[config.mk]
export PLATFORM = sky130hd
export DESIGN_NAME = fbsa_ctrl
export DESIGN_NICKNAME = d
export VERILOG_FILES = /design/src/hw/rtl/fbsa_pkg.sv /design/src/hw/rtl/fbsa_ctrl.sv
export SDC_FILE = /design/constraint.sdc
export NUM_CORES = 1
export LEC_CHECK = 0
export BUFFER_PORTS_ARGS = -buffer_cell sky130_fd_sc_hd__buf_2
export CAP_MARGIN = 20
export CORE_UTILIZATION = 50
export CTS_CLUSTER_SIZE = 10
export DETAILED_ROUTE_END_ITERATION = 6
export MAX_ROUTING_LAYER = met4
export PLACE_DENSITY = 0.79
export SLEW_MARGIN = 15
export SYNTH_ARGS = -nofsm -noshare
export SYNTH_HDL_FRONTEND = slang
export SYNTH_SLANG_ARGS = --single-unit
export TNS_END_PERCENT = 50
[constraint.sdc]
create_clock -name clk -period 2.8 [get_ports clk]
set_input_delay 0.14 -clock clk [delete_from_list [all_inputs] [get_ports clk]]
set_output_delay 0.14 -clock clk [all_outputs]
set_load 0.05 [all_outputs]
[src/hw/rtl/fbsa_pkg.sv]
package fbsa_pkg;

    // default sizing
    localparam int MAX_SLABS_DEF       = 8;
    localparam int BLOCKS_PER_SLAB_DEF = 256;
    localparam int HEADER_BYTES_DEF    = 16;

    // fixed field widths
    localparam int BS_W       = 17;
    localparam int ADDR_W     = 32;
    localparam int FREE_OUT_W = 12;
    localparam int BS_MIN     = 8;

    typedef enum logic [1:0] {
        OP_GROW  = 2'd0,
        OP_ALLOC = 2'd1,
        OP_FREE  = 2'd2,
        OP_NONE  = 2'd3
    } op_t;

    typedef enum logic [2:0] {
        ST_OK        = 3'd0,
        ST_EMPTY     = 3'd1,
        ST_NOT_OWNED = 3'd2,
        ST_FULL      = 3'd3,
        ST_SMALL     = 3'd4,
        ST_OVERFLOW  = 3'd5
    } status_t;

    typedef enum logic [1:0] {
        MUL_CAP   = 2'd0,
        MUL_TOTAL = 2'd1,
        MUL_IDX   = 2'd2
    } mul_sel_t;

    // controller to datapath
    typedef struct packed {
        logic     load;
        logic     scan_dec;
        logic     mul_en;
        mul_sel_t mul_sel;
        logic     div_start;
        logic     div_step;
        logic     ram_rd;
        logic     commit_grow;
        logic     grow_cap;
        logic     commit_fresh;
        logic     commit_pop;
        logic     commit_free;
        logic     set_addr;
        logic     set_status;
        status_t  code;
        logic     out_load;
    } dp_cmd_t;

    // datapath to controller
    typedef struct packed {
        op_t  op;
        logic slab_full;
        logic grow_small;
        logic cap_hit;
        logic scan_zero;
        logic has_free;
        logic stacked;
        logic in_range;
        logic overflow;
        logic div_last;
        logic quo_zero;
        logic baddr_zero;
        logic out_free;
    } dp_stat_t;

endpackage

[src/hw/rtl/fbsa_ctrl.sv]
module fbsa_ctrl (
    input  logic               clk,
    input  logic               rst_n,
    input  logic               in_valid,
    output logic               in_ready,
    input  fbsa_pkg::dp_stat_t stat,
    output fbsa_pkg::dp_cmd_t  cmd
);

    import fbsa_pkg::*;

    typedef enum logic [11:0] {
        S_IDLE     = 12'b0000_0000_0001,
        S_DISPATCH = 12'b0000_0000_0010,
        S_GCAP     = 12'b0000_0000_0100,
        S_DIV      = 12'b0000_0000_1000,
        S_DIVEND   = 12'b0000_0001_0000,
        S_ASCAN    = 12'b0000_0010_0000,
        S_APOP     = 12'b0000_0100_0000,
        S_AMUL     = 12'b0000_1000_0000,
        S_AADDR    = 12'b0001_0000_0000,
        S_FSCAN    = 12'b0010_0000_0000,
        S_FCHK     = 12'b0100_0000_0000,
        S_DONE     = 12'b1000_0000_0000
    } state_t;

    state_t state_reg;
    state_t state_next;

    // state register
    always_ff @(posedge clk or negedge rst_n)
    begin
        if (!rst_n)
        begin
            state_reg <= S_IDLE;
        end
        else
        begin
            state_reg <= state_next;
        end
    end

    // sequencing of one operation
    always_comb
    begin
        cmd        = '0;
        state_next = state_reg;
        in_ready   = 1'b0;
        case (state_reg)
            S_IDLE:
            begin
                in_ready = 1'b1;
                if (in_valid)
                begin
                    cmd.load   = 1'b1;
                    state_next = S_DISPATCH;
                end
            end
            S_DISPATCH:
            begin
                case (stat.op)
                    OP_GROW:
                    begin
                        if (stat.slab_full)
                        begin
                            cmd.set_status = 1'b1;
                            cmd.code       = ST_FULL;
                            state_next     = S_DONE;
                        end
                        else if (stat.grow_small)
                        begin
                            cmd.set_status = 1'b1;
                            cmd.code       = ST_SMALL;
                            state_next     = S_DONE;
                        end
                        else
                        begin
                            cmd.mul_en  = 1'b1;
                            cmd.mul_sel = MUL_CAP;
                            state_next  = S_GCAP;
                        end
                    end
                    OP_ALLOC:
                    begin
                        state_next = S_ASCAN;
                    end
                    OP_FREE:
                    begin
                        if (stat.baddr_zero)
                        begin
                            cmd.set_status = 1'b1;
                            cmd.code       = ST_OK;
                            state_next     = S_DONE;
                        end
                        else
                        begin
                            state_next = S_FSCAN;
                        end
                    end
                    default:
                    begin
                        cmd.set_status = 1'b1;
                        cmd.code       = ST_OK;
                        state_next     = S_DONE;
                    end
                endcase
            end
            S_GCAP:
            begin
                if (stat.cap_hit)
                begin
                    cmd.commit_grow = 1'b1;
                    cmd.grow_cap    = 1'b1;
                    cmd.set_status  = 1'b1;
                    cmd.code        = ST_OK;
                    state_next      = S_DONE;
                end
                else
                begin
                    cmd.div_start = 1'b1;
                    state_next    = S_DIV;
                end
            end
            S_DIV:
            begin
                cmd.div_step = 1'b1;
                if (stat.div_last)
                begin
                    state_next = S_DIVEND;
                end
            end
            S_DIVEND:
            begin
                cmd.set_status = 1'b1;
                cmd.code       = ST_OK;
                if (stat.op == OP_GROW)
                begin
                    if (stat.quo_zero)
                    begin
                        cmd.code = ST_SMALL;
                    end
                    else
                    begin
                        cmd.commit_grow = 1'b1;
                    end
                end
                else
                begin
                    cmd.commit_free = 1'b1;
                end
                state_next = S_DONE;
            end
            S_ASCAN:
            begin
                if (stat.scan_zero)
                begin
                    cmd.set_status = 1'b1;
                    cmd.code       = ST_EMPTY;
                    state_next     = S_DONE;
                end
                else if (stat.has_free)
                begin
                    if (stat.stacked)
                    begin
                        cmd.ram_rd = 1'b1;
                        state_next = S_APOP;
                    end
                    else
                    begin
                        cmd.commit_fresh = 1'b1;
                        state_next       = S_AMUL;
                    end
                end
                else
                begin
                    cmd.scan_dec = 1'b1;
                end
            end
            S_APOP:
            begin
                cmd.commit_pop = 1'b1;
                state_next     = S_AMUL;
            end
            S_AMUL:
            begin
                cmd.mul_en  = 1'b1;
                cmd.mul_sel = MUL_IDX;
                state_next  = S_AADDR;
            end
            S_AADDR:
            begin
                cmd.set_addr   = 1'b1;
                cmd.set_status = 1'b1;
                cmd.code       = ST_OK;
                state_next     = S_DONE;
            end
            S_FSCAN:
            begin
                if (stat.scan_zero)
                begin
                    cmd.set_status = 1'b1;
                    cmd.code       = ST_NOT_OWNED;
                    state_next     = S_DONE;
                end
                else
                begin
                    cmd.mul_en  = 1'b1;
                    cmd.mul_sel = MUL_TOTAL;
                    state_next  = S_FCHK;
                end
            end
            S_FCHK:
            begin
                if (stat.in_range)
                begin
                    if (stat.overflow)
                    begin
                        cmd.set_status = 1'b1;
                        cmd.code       = ST_OVERFLOW;
                        state_next     = S_DONE;
                    end
                    else
                    begin
                        cmd.div_start = 1'b1;
                        state_next    = S_DIV;
                    end
                end
                else
                begin
                    cmd.scan_dec = 1'b1;
                    state_next   = S_FSCAN;
                end
            end
            S_DONE:
            begin
                if (stat.out_free)
                begin
                    cmd.out_load = 1'b1;
                    state_next   = S_IDLE;
                end
            end
            default:
            begin
                state_next = S_IDLE;
            end
        endcase
    end

endmodule

# After elaboration in Yosys (flattened, before gate mapping)
# Index checks and enable logic that the tools add are counted.
# Widths: inputs -> output; s select.
dict set report totals {
  regBits 12
  in_bits 17
  output_inout_bits 20
  wordCells 85
}
dict set report classes {
  n_eq_ne 18
  mux 63
  reduce_logical 3
}
# operator n
set op_table {}
lappend op_table {{$mux 12} 12}
lappend op_table {{$pmux 12 s11} 1}
lappend op_table {{$pmux 12 s3} 1}
lappend op_table {{$mux 4} 8}
lappend op_table {{$pmux 4 s7} 1}
lappend op_table {{$mux 1} 27}
lappend op_table {{$mux 3} 6}
lappend op_table {{$eq 12x1->1 const B} 1}
lappend op_table {{$eq 12x10->1 const B} 1}
lappend op_table {{$eq 12x11->1 const B} 1}
lappend op_table {{$eq 12x12->1 const B} 1}
lappend op_table {{$eq 12x2->1 const B} 1}
lappend op_table {{$eq 12x3->1 const B} 1}
lappend op_table {{$eq 12x4->1 const B} 1}
lappend op_table {{$eq 12x5->1 const B} 1}
lappend op_table {{$eq 12x6->1 const B} 1}
lappend op_table {{$eq 12x7->1 const B} 1}
lappend op_table {{$eq 12x8->1 const B} 1}
lappend op_table {{$eq 12x9->1 const B} 1}
lappend op_table {{$pmux 4 s3} 1}
lappend op_table {{$pmux 3 s3} 1}
lappend op_table {{$mux 8} 1}
lappend op_table {{$ne 2x2->1 const B} 3}
lappend op_table {{$pmux 1 s2} 3}
lappend op_table {{other kinds (7)} 7}

# Depth between registers and ports, before layout
dict set report depth {
  ltp_word 4
  mapped_depth 6
}

# Least setup slack after synthesis
# Ideal clock, no wire load.
dict set report synth_timing {
  kind {register to output}
  start {reg state_reg[9]}
  end {out cmd[16] in the netlist's numbering}
  arrival_ns 3.424
  required_ns 2.660
  path_slack_ns -0.764
  path_stages_with_launch 6
  cell_sequence {dfrtp_1 buf_6 nor4_2 nand3_1 nor4b_1 or3_1}
}
# item line
set synth_rtl {}
lappend synth_rtl {{from (decl)} fbsa_ctrl.sv:27} ;# state_t state_reg;
lappend synth_rtl {{from (signal assigned)} fbsa_ctrl.sv:39} ;# state_reg <= state_next;
lappend synth_rtl {{to (decl)} fbsa_ctrl.sv:7} ;# output fbsa_pkg::dp_cmd_t cmd

==> reports/results.ini <==
[place]
dp_hpwl_um=2304
gp_congestion=0.9099
numPortBuffers=36

[clock_tree]
cts_buffers=3
htreeDepth=1
cts_sinks=12
clockBufferDepth=2
cts-root-buf=clkbuf_4
clock_latency_ps=290
clk_pin_slew_ps=90
cts.repair.resized=0
cts_tree=yes

[power]
intPower_uw=422.6
leakagePower_nw=0.6657
p_comb_share_pct=50.8
p_switching_uw=370.8
ir_drop_uv=498.6
clkPwrFrac_pct=18.5
swShare_pct=46.73
sequentialPowerShare_pct=30.7
power.density_nw_per_um2=596.0
total_power_uw=793.4

[sta]
fin_skew_ps=5.190
fmax_mhz=370.2
final_max_slew_viol_count=0
setup-violations-final=0
relSlewSlack_pct=67.99
rsz0062_at_grt=no
fin_crit_ps=2701
hold_violations=0
worstMarginPinSlew_ps=480.2
hold_slack_ps=90.54
period_share_pct=96.48

[yosys]
muxShareOfSynthArea_pct=0.9112
synth_cell_type_count=45
syn_avg_cell_area_um2=8.198
synth_fa_ha_area_share_pct=0
netlist_top_cells_area=dfrtp_1 (25%), nor4_1 (4.6%), nor2_1 (4.1%)
synthSimpleGateAreaFrac_pct=45.79
synth_top_family_by_area=simple AND/OR/NAND/NOR gates
syn_inst=134
yosys.area.top_type=dfrtp_1
ys.flop_type=dfrtp_1
synth_top_area_share_pct=25.06
ys_seq_area_share_pct=27.45
async_flop_share_pct=100.0
ys_ff_latch=12
synth_xor_area_share_pct=2.392
synth_edf_count=0
synth_compound_area_share_pct=15.26
synth_nets=151
synth_area_um2=1099
ys_warn_count=0

[final_layout]
antenna_cells=0
areaGrowthSynthToFinish_pct=21.18
nNetsFinal=185
final_common_cell=buf_2
largest_register_ffs=12
drive_gt1_share_pct=35.33
final_cell_mix=buf_2 (36), nor2_1 (12), dfrtp_1 (11), nor4_1 (8), inv_1 (7)

[global_routing]
grt_max_degree=13
antenna_found_initial=0
grt_pass1_wl_um=5057
grt_pass1_vias=1096
grt_use_total_pct=28.26
grt-ovfl-total=0

[critical_path]
path_cells=or4_4 > or3_4 > or3_4 > o41ai_2 > buf_2
end_kind=primary output
required_ps=2660
cpPeakStageDelay_ps=600
critPathKind=reg -> out
cpMostUsedCell=or3_4
crit_fanout=10
cp-start-kind=register
crit_start=state_reg[9]
r2r-start=state_reg[0]
critical_path_arrival_ps=2560
crit_slowest_cell=or4_4

[floorplanning]
start_util_pct=54.33
placeableCoreArea_um2=2022
die_h_um=48.88
io_pins=37
dieArea_um2=2389
die_w_um=48.88
core.rowCount=16

[run]
max_cap_violations=0

[detailed_routing]
drt-total-wl_um=2981
drt_iter0_markers=55
wl_per_cell_um=15.37
avgViaCountPerCell=6.294
vias=1221
drc=0
ant_nets=0
drtPass1Iterations=4

[run_status]
outcome=finished, final reports clean

[min_path]
worst_hold_path_type=in -> reg
holdCritStartpoint=in_valid

==> cell usage after synthesis, drive strengths merged, types with 3 or more instances <==
cell type and instances:
xor2 3, or4 4, nor2b 3, inv 7, dfrtp 11, nand2b 3, clkbuf 5, nor4 11
a21oi 3, nor4b 4, nand4 6, o2111ai 3, o21ai 4, nand3 4, or3 5, buf 6
and2 4, nor2 12, nand2 5, nor3 5
==> worst max-delay path: cells and delay by family (launching register included) <==
| kind | cells | cell delay [ps] |
|---|---|---|
| flops | 1 | 490 |
| compound gates | 1 | 60 |
| buf+inv | 1 | 310 |
| simple gates | 3 | 1420 |
==> final cells by class <==
class,instances,area [µm²]
Timing Repair Buffer,40,212.7
Inverter,7,26.28
Clock buffer,4,36.28
Sequential cell,12,301.5
Multi-Input combinational cell,104,720.7
Tap cell,27,33.78
Fill cell,175,690.7
==> per-layer routing <==
metal | track usage (%) | up-vias | wire length, µm
met5 | - | - | 0
met4 | 11.76 | 0 | 85
met3 | 3.738 | 11 | 212
met2 | 44.68 | 63 | 1373
met1 | 36.31 | 566 | 1311
li1 | - | 581 | -
==> metrics by stage <==
stage | std cells | TNS [ps] | worst slack (ps) | instance area, µm² | utilization (%)
floorplan | 134 | -135.1 | -122.9 | 1112 | -
global placement | 189 | 0 | 476.0 | 1285 | 63.55
detailed placement | 189 | 0 | 437.4 | 1285 | 63.55
CTS | 194 | 0 | 127.2 | 1331 | 65.84
global route | 194 | 0 | 41.52 | 1331 | 65.84
finish | 194 | 0 | 98.69 | 1331 | 65.84
==> repair_timing <==
item,4_1_cts,5_1_grt
hold endpoints to repair,11,0
hold buffers,1,0
buffers inserted,0,0
==> final timing paths <==
| path | end | slack [ps] | cells after the start |
|---|---|---|---|
| setup / recovery | cmd[10] | 100 | 5 |
| hold / removal | state_reg[1] | 90 | 2 |
| setup reg to reg | state_reg[4] | 730 | 4 |
| hold reg to reg | state_reg[8] | 620 | 1 |
| max in group asynchronous | state_reg[0] | 2250 | 2 |
| min in group asynchronous | state_reg[8] | 260 | 2 |
==> power by group through the flow <==
stage	sequential (mW)	combinational [mW]	clock, mW
final	0.243	0.403	0.147
after global routing	0.249	0.433	0.154
after CTS	0.242	0.397	0.142
after detailed placement	0.245	0.394	0
after global placement	0.243	0.392	0
after floorplan	0.210	0.324	0
==> cell families (layout without fill, tap and decap cells) <==
kind of cell / Yosys count / count (layout)
xor gates and xnor gates: 3 / 3
and+or+nand+nor: 78 / 78
muxes: 1 / 1
AOI/OAI and AO/OA: 22 / 22
buffers and inverters: 18 / 51
DFF: 12 / 12
(Power assumes the default switching activity.)
